### config.mk
export PLATFORM = sky130hd
export DESIGN_NAME = intel_hex_record_loader_unit
export DESIGN_NICKNAME = d
export VERILOG_FILES = /design/src/hdl/ihex_pkg.sv /design/src/hdl/ihex_front.sv /design/src/hdl/ihex_queue.sv /design/src/hdl/ihex_back.sv /design/src/hdl/intel_hex_record_loader_unit.sv
export VERILOG_INCLUDE_DIRS = /design/src /design/src/hdl
export SDC_FILE = /design/constraint.sdc
export NUM_CORES = 1
export LEC_CHECK = 0
export ABC_AREA = 1
export CAP_MARGIN = 20
export CELL_PAD_IN_SITES_DETAIL_PLACEMENT = 1
export CELL_PAD_IN_SITES_GLOBAL_PLACEMENT = 2
export CORE_AREA = 2 2 167 169
export CTS_BUF_LIST = sky130_fd_sc_hd__clkbuf_16
export DETAILED_ROUTE_END_ITERATION = 7
export DIE_AREA = 0 0 169 171
export DONT_BUFFER_PORTS = 1
export PLACE_DENSITY_LB_ADDON = 0.1
export RECOVER_POWER = 100
export SYNTH_ARGS = -nofsm -noshare
export SYNTH_HDL_FRONTEND = slang
export SYNTH_HIERARCHICAL = 1
export SYNTH_SLANG_ARGS = --single-unit
### constraint.sdc
create_clock -name clk -period 8.5 [get_ports clk]
set_input_delay 0.85 -clock clk [delete_from_list [all_inputs] [get_ports clk]]
set_output_delay 0.85 -clock clk [all_outputs]
set_load 0.005 [all_outputs]
### src/hdl/intel_hex_record_loader_unit_assert.svh
// ----------------------------------------------------------------------------
// intel hex loader assertion macros
// shared concurrent check forms, clocked on clk and disabled in rst
// ----------------------------------------------------------------------------
`ifndef INTEL_HEX_RECORD_LOADER_UNIT_ASSERT_SVH
`define INTEL_HEX_RECORD_LOADER_UNIT_ASSERT_SVH

// condition holds at every edge
`define IHEX_ASSERT_ALWAYS(label, cond, msg) \
  label: assert property (@(posedge clk) disable iff (rst) (cond)) else $error(msg);

// antecedent implies consequent at the same edge
`define IHEX_ASSERT_SAME(label, ante, cons, msg) \
  label: assert property (@(posedge clk) disable iff (rst) (ante) |-> (cons)) \
    else $error(msg);

// antecedent implies consequent at the next edge
`define IHEX_ASSERT_NEXT(label, ante, cons, msg) \
  label: assert property (@(posedge clk) disable iff (rst) (ante) |=> (cons)) \
    else $error(msg);

`endif

### src/hdl/ihex_pkg.sv
// ----------------------------------------------------------------------------
// ihex_pkg
// types, codes and the character classifier of the intel hex loader
// ----------------------------------------------------------------------------
`timescale 1ns / 1ps

package ihex_pkg;

  localparam int QUEUE_DEPTH_DEF = 4;
  localparam logic [16:0] FLASH_SIZE_RESET = 17'h10000;

  localparam logic [7:0] CHAR_COLON = 8'h3A;
  localparam logic [7:0] CHAR_NUL   = 8'h00;
  localparam logic [7:0] CHAR_SPACE = 8'h20;
  localparam logic [7:0] CHAR_TAB   = 8'h09;
  localparam logic [7:0] CHAR_CR    = 8'h0D;
  localparam logic [7:0] CHAR_0     = 8'h30;
  localparam logic [7:0] CHAR_9     = 8'h39;
  localparam logic [7:0] CHAR_LA    = 8'h61;
  localparam logic [7:0] CHAR_LF    = 8'h66;
  localparam logic [7:0] CHAR_UA    = 8'h41;
  localparam logic [7:0] CHAR_UF    = 8'h46;
  localparam logic [7:0] TYPE_DATA  = 8'h00;
  localparam logic [7:0] TYPE_EOF   = 8'h01;

  typedef enum logic [2:0] {
    PH_FIRST,
    PH_BETWEEN,
    PH_COUNT,
    PH_ADDR_HI,
    PH_ADDR_LO,
    PH_TYPE,
    PH_DATA,
    PH_CHECK
  } phase_t;

  typedef enum logic [1:0] {
    FIN_RUN,
    FIN_END,
    FIN_ERR
  } fin_t;

  typedef enum logic [1:0] {
    KIND_WRITE,
    KIND_END,
    KIND_ERROR
  } kind_t;

  typedef enum logic [2:0] {
    ERR_NO_COLON,
    ERR_BAD_HEX,
    ERR_OUTSIDE,
    ERR_BAD_TYPE,
    ERR_CHECKSUM,
    ERR_NO_END
  } err_t;

  typedef struct packed {
    logic       is_hex;
    logic [3:0] nibble;
    logic       is_blank;
    logic       is_colon;
    logic       is_nul;
  } char_class_t;

  function automatic char_class_t classify(input logic [7:0] c);
    char_class_t r;
    logic [7:0]  d;
    r = '0;
    d = '0;
    if (c >= CHAR_0 && c <= CHAR_9) begin
      d = c - CHAR_0;
      r.is_hex = 1'b1;
      r.nibble = d[3:0];
    end else if (c >= CHAR_LA && c <= CHAR_LF) begin
      d = c - CHAR_LA + 8'd10;
      r.is_hex = 1'b1;
      r.nibble = d[3:0];
    end else if (c >= CHAR_UA && c <= CHAR_UF) begin
      d = c - CHAR_UA + 8'd10;
      r.is_hex = 1'b1;
      r.nibble = d[3:0];
    end
    r.is_blank = (c == CHAR_SPACE) || (c >= CHAR_TAB && c <= CHAR_CR);
    r.is_colon = (c == CHAR_COLON);
    r.is_nul   = (c == CHAR_NUL);
    return r;
  endfunction

endpackage

### src/hdl/ihex_front.sv
// ----------------------------------------------------------------------------
// ihex_front
// accepts characters and registers their class for the record queue
// ----------------------------------------------------------------------------
`timescale 1ns / 1ps

module ihex_front
  import ihex_pkg::*;
(
  input  logic        clk,
  input  logic        rst,
  input  logic        in_valid,
  output logic        in_ready,
  input  logic [7:0]  character,
  output logic        push_valid,
  input  logic        push_ready,
  output char_class_t push_item
);

  logic        valid;
  char_class_t item;

  assign in_ready   = !valid || push_ready;
  assign push_valid = valid;
  assign push_item  = item;

  always_ff @(posedge clk) begin
    if (rst) begin
      valid <= 1'b0;
    end else if (in_ready) begin
      valid <= in_valid;
    end
  end

  always_ff @(posedge clk) begin
    if (in_valid && in_ready) begin
      item <= classify(character);
    end
  end

endmodule

### src/hdl/ihex_queue.sv
// ----------------------------------------------------------------------------
// ihex_queue
// short fifo of classified items between front and back
// ----------------------------------------------------------------------------
`timescale 1ns / 1ps

module ihex_queue
  import ihex_pkg::*;
#(
  parameter int DEPTH = QUEUE_DEPTH_DEF
) (
  input  logic        clk,
  input  logic        rst,
  input  logic        push_valid,
  output logic        push_ready,
  input  char_class_t push_item,
  output logic        pop_valid,
  input  logic        pop_ready,
  output char_class_t pop_item
);

  localparam int PW = (DEPTH > 1) ? $clog2(DEPTH) : 1;
  localparam int CW = $clog2(DEPTH + 1);
  localparam logic [PW-1:0] LAST = PW'(DEPTH - 1);
  localparam logic [CW-1:0] FULL = CW'(DEPTH);

  char_class_t   mem [DEPTH];
  logic [PW-1:0] wr_ptr;
  logic [PW-1:0] rd_ptr;
  logic [CW-1:0] count;
  logic          push;
  logic          pop;

  assign push_ready = (count != FULL);
  assign pop_valid  = (count != '0);
  assign pop_item   = mem[rd_ptr];
  assign push       = push_valid && push_ready;
  assign pop        = pop_valid && pop_ready;

  always_ff @(posedge clk) begin
    if (rst) begin
      wr_ptr <= '0;
      rd_ptr <= '0;
      count  <= '0;
    end else begin
      if (push) begin
        wr_ptr <= (wr_ptr == LAST) ? '0 : wr_ptr + 1'b1;
      end
      if (pop) begin
        rd_ptr <= (rd_ptr == LAST) ? '0 : rd_ptr + 1'b1;
      end
      if (push && !pop) begin
        count <= count + 1'b1;
      end else if (pop && !push) begin
        count <= count - 1'b1;
      end
    end
  end

  always_ff @(posedge clk) begin
    if (push) begin
      mem[wr_ptr] <= push_item;
    end
  end

  `include "intel_hex_record_loader_unit_assert.svh"

  `IHEX_ASSERT_ALWAYS(a_count_range, count <= FULL, "queue count beyond depth")
  `IHEX_ASSERT_NEXT(a_count_step, push && !pop, count == $past(count) + 1'b1, "queue count lost a push")

endmodule

### src/hdl/ihex_back.sv
// ----------------------------------------------------------------------------
// ihex_back
// record parser: runs the field sequence and registers at most one result per item
// ----------------------------------------------------------------------------
`timescale 1ns / 1ps

module ihex_back
  import ihex_pkg::*;
#(
  parameter logic [16:0] FLASH_RESET = FLASH_SIZE_RESET
) (
  input  logic        clk,
  input  logic        rst,
  input  logic        cfg_valid,
  output logic        cfg_ready,
  input  logic [16:0] flash_size,
  input  logic        pop_valid,
  output logic        pop_ready,
  input  char_class_t pop_item,
  output logic        out_valid,
  input  logic        out_ready,
  output logic [1:0]  kind,
  output logic [15:0] write_address,
  output logic [7:0]  write_data,
  output logic [2:0]  error_code,
  output logic [15:0] line_number
);

  logic [16:0] flash_limit;
  phase_t      phase, phase_next;
  fin_t        fin, fin_next;
  logic [3:0]  high_nibble, high_nibble_next;
  logic        pending, pending_next;
  logic [7:0]  cks, cks_next;
  logic [7:0]  left, left_next;
  logic [15:0] addr, addr_next;
  logic        is_end, is_end_next;
  logic [15:0] rec_count, rec_count_next;

  logic        emit;
  kind_t       res_kind;
  logic [15:0] res_addr;
  logic [7:0]  res_data;
  err_t        res_code;
  logic [7:0]  byte_val;
  logic [7:0]  sum;
  logic [16:0] rec_end;
  logic        pop;
  logic        out_valid_q;
  kind_t       kind_q;

  assign cfg_ready = 1'b1;
  assign pop_ready = !out_valid_q || out_ready;
  assign pop       = pop_valid && pop_ready;
  assign byte_val  = {high_nibble, pop_item.nibble};
  assign sum       = cks + byte_val;
  assign rec_end   = {1'b0, addr} + {9'b0, left};

  always_comb begin
    phase_next       = phase;
    fin_next         = fin;
    high_nibble_next = high_nibble;
    pending_next     = pending;
    cks_next         = cks;
    left_next        = left;
    addr_next        = addr;
    is_end_next      = is_end;
    rec_count_next   = rec_count;
    emit             = 1'b0;
    res_kind         = KIND_WRITE;
    res_addr         = '0;
    res_data         = '0;
    res_code         = ERR_NO_COLON;
    if (fin == FIN_RUN) begin
      if (phase == PH_FIRST || (phase == PH_BETWEEN && !pop_item.is_blank)) begin
        if (phase == PH_BETWEEN && pop_item.is_nul) begin
          emit     = 1'b1;
          res_kind = KIND_ERROR;
          res_code = ERR_NO_END;
          fin_next = FIN_ERR;
        end else begin
          if (rec_count != 16'hFFFF) begin
            rec_count_next = rec_count + 16'd1;
          end
          if (!pop_item.is_colon) begin
            emit     = 1'b1;
            res_kind = KIND_ERROR;
            res_code = ERR_NO_COLON;
            fin_next = FIN_ERR;
          end else begin
            cks_next     = '0;
            pending_next = 1'b0;
            is_end_next  = 1'b0;
            phase_next   = PH_COUNT;
          end
        end
      end else if (phase != PH_BETWEEN) begin
        if (!pop_item.is_hex) begin
          emit     = 1'b1;
          res_kind = KIND_ERROR;
          res_code = ERR_BAD_HEX;
          fin_next = FIN_ERR;
        end else if (!pending) begin
          high_nibble_next = pop_item.nibble;
          pending_next     = 1'b1;
        end else begin
          pending_next = 1'b0;
          case (phase)
            PH_COUNT: begin
              cks_next   = sum;
              left_next  = byte_val;
              phase_next = PH_ADDR_HI;
            end
            PH_ADDR_HI: begin
              cks_next   = sum;
              addr_next  = {byte_val, 8'h00};
              phase_next = PH_ADDR_LO;
            end
            PH_ADDR_LO: begin
              cks_next   = sum;
              addr_next  = {addr[15:8], byte_val};
              phase_next = PH_TYPE;
            end
            PH_TYPE: begin
              cks_next = sum;
              if (byte_val == TYPE_DATA) begin
                if (rec_end > flash_limit) begin
                  emit     = 1'b1;
                  res_kind = KIND_ERROR;
                  res_code = ERR_OUTSIDE;
                  fin_next = FIN_ERR;
                end else begin
                  phase_next = (left == 8'd0) ? PH_CHECK : PH_DATA;
                end
              end else if (byte_val == TYPE_EOF) begin
                is_end_next = 1'b1;
                phase_next  = PH_CHECK;
              end else begin
                emit     = 1'b1;
                res_kind = KIND_ERROR;
                res_code = ERR_BAD_TYPE;
                fin_next = FIN_ERR;
              end
            end
            PH_DATA: begin
              cks_next  = sum;
              addr_next = addr + 16'd1;
              left_next = left - 8'd1;
              if (left == 8'd1) begin
                phase_next = PH_CHECK;
              end
              emit     = 1'b1;
              res_kind = KIND_WRITE;
              res_addr = addr;
              res_data = byte_val;
            end
            PH_CHECK: begin
              if (sum != 8'd0) begin
                emit     = 1'b1;
                res_kind = KIND_ERROR;
                res_code = ERR_CHECKSUM;
                fin_next = FIN_ERR;
              end else if (is_end) begin
                emit     = 1'b1;
                res_kind = KIND_END;
                fin_next = FIN_END;
              end else begin
                phase_next = PH_BETWEEN;
              end
            end
            default: begin
              phase_next = phase;
            end
          endcase
        end
      end
    end
  end

  always_ff @(posedge clk) begin
    if (rst) begin
      flash_limit <= FLASH_RESET;
    end else if (cfg_valid && cfg_ready) begin
      flash_limit <= flash_size;
    end
  end

  always_ff @(posedge clk) begin
    if (rst) begin
      phase       <= PH_FIRST;
      fin         <= FIN_RUN;
      high_nibble <= '0;
      pending     <= 1'b0;
      cks         <= '0;
      left        <= '0;
      addr        <= '0;
      is_end      <= 1'b0;
      rec_count   <= '0;
    end else if (pop) begin
      phase       <= phase_next;
      fin         <= fin_next;
      high_nibble <= high_nibble_next;
      pending     <= pending_next;
      cks         <= cks_next;
      left        <= left_next;
      addr        <= addr_next;
      is_end      <= is_end_next;
      rec_count   <= rec_count_next;
    end
  end

  // output register
  always_ff @(posedge clk) begin
    if (rst) begin
      out_valid_q <= 1'b0;
    end else if (pop_ready) begin
      out_valid_q <= pop && emit;
    end
  end

  always_ff @(posedge clk) begin
    if (pop && emit) begin
      kind_q        <= res_kind;
      write_address <= res_addr;
      write_data    <= res_data;
      error_code    <= res_code;
      line_number   <= rec_count_next;
    end
  end

  assign out_valid = out_valid_q;
  assign kind      = kind_q;

  `include "intel_hex_record_loader_unit_assert.svh"

  `IHEX_ASSERT_NEXT(a_fin_sticky, fin != FIN_RUN, fin == $past(fin), "finish state changed")
  `IHEX_ASSERT_SAME(a_err_fin, out_valid_q && kind_q == KIND_ERROR, fin == FIN_ERR, "error item without error finish")
  `IHEX_ASSERT_SAME(a_end_fin, out_valid_q && kind_q == KIND_END, fin == FIN_END, "end item without end finish")
  `IHEX_ASSERT_NEXT(a_quiet_done, pop && fin != FIN_RUN, !out_valid_q, "item after finish")

endmodule

### src/hdl/intel_hex_record_loader_unit.sv
// ----------------------------------------------------------------------------
// intel_hex_record_loader_unit
// intel hex text parser emitting flash byte writes, end and error items
//
//   channel  direction  handshake             payload
//   in       sink       in_valid / in_ready   character
//   cfg      sink       cfg_valid / cfg_ready flash_size
//   out      source     out_valid / out_ready kind, write_address, write_data,
//                                             error_code, line_number
//
// one character per cycle sustained while out is not stalled; a result passes
// from its character through the front register, queue and output register
// rst is synchronous; flash_size resets to 65536, parser to first record
// a stalled out channel fills the queue, then in_ready drops
// cfg writes are always taken: cfg_ready is high in every cycle
// ----------------------------------------------------------------------------
`timescale 1ns / 1ps

module intel_hex_record_loader_unit
  import ihex_pkg::*;
#(
  parameter int          QUEUE_DEPTH = QUEUE_DEPTH_DEF,
  parameter logic [16:0] FLASH_RESET = FLASH_SIZE_RESET
) (
  input  logic        clk,
  input  logic        rst,
  input  logic        cfg_valid,
  output logic        cfg_ready,
  input  logic [16:0] flash_size,
  input  logic        in_valid,
  output logic        in_ready,
  input  logic [7:0]  character,
  output logic        out_valid,
  input  logic        out_ready,
  output logic [1:0]  kind,
  output logic [15:0] write_address,
  output logic [7:0]  write_data,
  output logic [2:0]  error_code,
  output logic [15:0] line_number
);

  logic        push_valid;
  logic        push_ready;
  char_class_t push_item;
  logic        pop_valid;
  logic        pop_ready;
  char_class_t pop_item;

  ihex_front u_front (
    .clk        (clk),
    .rst        (rst),
    .in_valid   (in_valid),
    .in_ready   (in_ready),
    .character  (character),
    .push_valid (push_valid),
    .push_ready (push_ready),
    .push_item  (push_item)
  );

  ihex_queue #(
    .DEPTH (QUEUE_DEPTH)
  ) u_queue (
    .clk        (clk),
    .rst        (rst),
    .push_valid (push_valid),
    .push_ready (push_ready),
    .push_item  (push_item),
    .pop_valid  (pop_valid),
    .pop_ready  (pop_ready),
    .pop_item   (pop_item)
  );

  ihex_back #(
    .FLASH_RESET (FLASH_RESET)
  ) u_back (
    .clk           (clk),
    .rst           (rst),
    .cfg_valid     (cfg_valid),
    .cfg_ready     (cfg_ready),
    .flash_size    (flash_size),
    .pop_valid     (pop_valid),
    .pop_ready     (pop_ready),
    .pop_item      (pop_item),
    .out_valid     (out_valid),
    .out_ready     (out_ready),
    .kind          (kind),
    .write_address (write_address),
    .write_data    (write_data),
    .error_code    (error_code),
    .line_number   (line_number)
  );

endmodule

==> impl_metrics.env <==
export IMPL_drv_cap=1
export IMPL_synth_edf_count=85
export IMPL_r2r_cells=25
export IMPL_cp_max_fo=23
export IMPL_synth_ff_type="dfxtp_1"
export IMPL_drive_above_1_share_pct=5.757
export IMPL_irDropWorstVdd_mv=0.1282
export IMPL_ys_seq_elements=172
export IMPL_initial_utilization_pct=34.17
export IMPL_reg2reg_slack_ps=2320
export IMPL_whs_ps=452.7
export IMPL_dr_first_iter_drc_count=388
export IMPL_hold_buffers=0
export IMPL_cts_reportedPaths_clkPinSlew_ps=70
export IMPL_crit_end="u_back/write_address[0]"
export IMPL_crit_path_end_kind="flop"
export IMPL_regToRegStartpoint="u_back/addr[0]"
export IMPL_relSlewSlack_pct=-0.09652
export IMPL_antenna_found_initial=0
export IMPL_violations="max-capacitance violations, max-slew violations"
export IMPL_reg2reg_to="u_back/write_address[0]"
export IMPL_cts_tree="yes"
export IMPL_syn_instance_count=1121
export IMPL_first_pass_iters=4
export IMPL_critPathKind="flop to flop"
export IMPL_crit_arrival_ps=6220
export IMPL_status="finished, violations left"
export IMPL_wl_met3_um=794
export IMPL_dr_total_vias=7339
export IMPL_period_share_pct=72.73
export IMPL_cp_required_ps=8540
export IMPL_cts_made_buffers=17
export IMPL_final_max_slew_viol_count=23
export IMPL_gp_congestion=0.7933
export IMPL_ant_nets=0
export IMPL_vias_per_cell=4.976
export IMPL_timing_final_crit_period_ps=6182
export IMPL_post_drt_wl_per_cell_um=17.53
export IMPL_syn_nets=1201
export IMPL_min_delay_path_depth=2
export IMPL_setup_violations=0
export IMPL_wl_met2_um=12550
export IMPL_area_growth_pct=8.455
export IMPL_fmax_mhz=161.8
export IMPL_fp_coreArea_um2=27320
export IMPL_cts_resized=0
export IMPL_synth_top_area_cell="edfxtp_1"
export IMPL_htreeDepth=4
export IMPL_synth_area_leaders="edfxtp_1 27%, dfxtp_1 19%, nand2_1 7.1%"
export IMPL_io_buffers=0
export IMPL_cts_sinks=172
export IMPL_drc=0
export IMPL_grt_pass1_vias=7531
export IMPL_clk_path_buf_depth=2
export IMPL_die_w_um=169
export IMPL_final_nets=1196
export IMPL_n_antenna_cell=0
export IMPL_hpwl_um=18830
export IMPL_die_area_um2=28900
export IMPL_grt_first_pass_wirelength_um=41590
export IMPL_hold_path_class="flop to flop"
export IMPL_synth_top_area_share_pct=27.33
export IMPL_finClkSkew_ps=17.54
export IMPL_syn_area_um2=9338
export IMPL_post_cts_buffers=0
export IMPL_syn_area_per_cell_um2=8.330
export IMPL_rows=61
export IMPL_timing_setup_tns_ps=0
export IMPL_startpoint="u_back/addr[0]"
export IMPL_yosysSeqAreaShare_pct=45.99
export IMPL_power_density_nw_per_um2=293.6
export IMPL_worst_pin_slew_ps=1501
export IMPL_io_pins=78
export IMPL_rsz0062_at_grt="false"
export IMPL_clock_latency_ps=450
export IMPL_synth_async_reset_ratio_pct=0
export IMPL_top_layer="met4"
export IMPL_yosysWarnings=6
export IMPL_cp_start_kind="flop"
export IMPL_die_h_um=171
export IMPL_grt_use_total_pct=18.46
export IMPL_met1_length_um=12310
export IMPL_cts_root_buf="clkbuf_16"
export IMPL_ys_types=57
export IMPL_grt_max_degree=51
export IMPL_wl_um=25850
export IMPL_hold_viol_final=0
export IMPL_p_leak_uw=0.004172
export IMPL_grt_overflow=0
[metal layers]
| metal | vias up | global-route usage (%) |
|---|---|---|
| met5 | - | 0 |
| met4 | 0 | 3.939 |
| met3 | 14 | 3.956 |
| met2 | 88 | 31.77 |
| met1 | 3505 | 23.91 |
| li1 | 3732 | - |
[layout by cell type, fill, tap and decap left out, types with 9 or more instances in the layout]
cell type / synthesis / layout
a221oi_1: 11 / 11
edfxtp_1: 85 / 85
dfxtp_1: 87 / 87
nor2_1: 142 / 147
inv_1: 161 / 166
o22ai_1: 10 / 10
xor2_1: 22 / 22
o21ai_0: 77 / 78
a21oi_1: 83 / 84
ha_1: 47 / 47
nand3_1: 50 / 51
a211oi_1: 9 / 9
clkbuf_16: 0 / 17
nor3_1: 11 / 14
nand2_1: 176 / 182
nand4_1: 16 / 17
[Yosys cell counts (10+ instances only)]
master,number
a21oi_1,83
a221oi_1,11
clkbuf_1,21
dfxtp_1,87
edfxtp_1,85
ha_1,47
inv_1,161
nand2_1,176
nand3_1,50
nand4_1,16
nor2_1,142
nor3_1,11
o21ai_0,77
o22ai_1,10
xor2_1,22
[metrics by stage]
stage / total power, uW / setup slack, ps / cell area (um2) / utilization, % / std cells
floorplan: 1970 / 3957 / 9338 / - / 1121
global placement: 2282 / 3453 / 9635 / 35.26 / 1442
detailed placement: 2286 / 3335 / 9635 / 35.26 / 1442
CTS: 3084 / 3304 / 10230 / 37.46 / 1474
global route: 3204 / 1672 / 10130 / 37.06 / 1475
finish: 2973 / 2318 / 10130 / 37.06 / 1475
[worst max-delay path, cell delays in order (launching register included)]
cell and delay [ps]:
dfxtp_1 400, ha_1 210, inv_1 80, fa_1 400
o31ai_1 420, a31oi_1 200, o21ai_0 290, nand3_1 250
nor2_1 180, xor2_1 90, ha_1 290, nand2_1 70
nor2_1 200, nand3_1 90, nor2_1 90, nor2_1 50
nand2_1 70, nand2_1 100, nand2_1 80, nand2_1 90
nand3_1 80, nand2_1 50, nand2_1 60, nand2_1 60
inv_1 690, clkbuf_1 1150
[logic make-up (layout without fill, tap and decap cells)]
family / count (synthesis) / count (layout) / share of synthesized area (%)
compound gates: 222 / 222 / 13.76
xor+xnor: 27 / 27 / 2.532
fa+ha+maj: 50 / 50 / 6.941
buf+inv: 201 / 209 / 8.750
flops: 172 / 172 / 45.99
other cells: 1 / 1 / 0.04016
simple gates: 448 / 448 / 21.99
[area by class of cell]
class,count,area (um2)
clock buffer,17,425.4
tap,346,432.9
inverter,171,643.1
sequential,172,4294
fill,3309,17200
clock inverter,15,173.9
timing repair buffer,6,33.78
multi-input combinational,748,4124
[how the worst min path moves through the flow]
stage,start,endpoint,slack (ps)
3_5_place_dp,u_back/fin[1],u_back/fin[1],440
2_1_floorplan,u_back/fin[1],u_back/fin[1],430
4_1_cts,rst,u_front/push_valid,450
5_1_grt,rst,u_front/push_valid,450
6_report,u_back/fin[1],u_back/fin[1],450
3_3_place_gp,u_back/fin[1],u_back/fin[1],440
[power breakdown]
group	leakage (uW)	internal, uW	switching [uW]	total [uW]
logic	0.00236	249	652	901
registers	0.00152	1130	156	1290
clock network	0.000295	396	389	785
total	0.00417	1780	1200	2970
[sequential cells by signal, summed over array words and instances, names as in the netlist, named ones only]
name / cells
u_back/line_number: 16
u_back/is_end: 1
u_back/error_code: 3
u_back/phase: 3
u_front/push_valid: 1
u_back/fin: 2
u_queue/wr_ptr: 2
u_back/rec_count: 16
u_queue/count: 3
u_queue/mem: 32
u_back/left: 8
u_back/write_data: 8
u_back/kind: 2
u_front/push_item: 8
u_back/flash_limit: 17
u_back/out_valid: 1
u_back/pending: 1
u_back/write_address: 16
u_back/addr: 16
u_back/high_nibble: 4
u_back/cks: 8
u_queue/rd_ptr: 2
(Power assumes the default switching activity.)
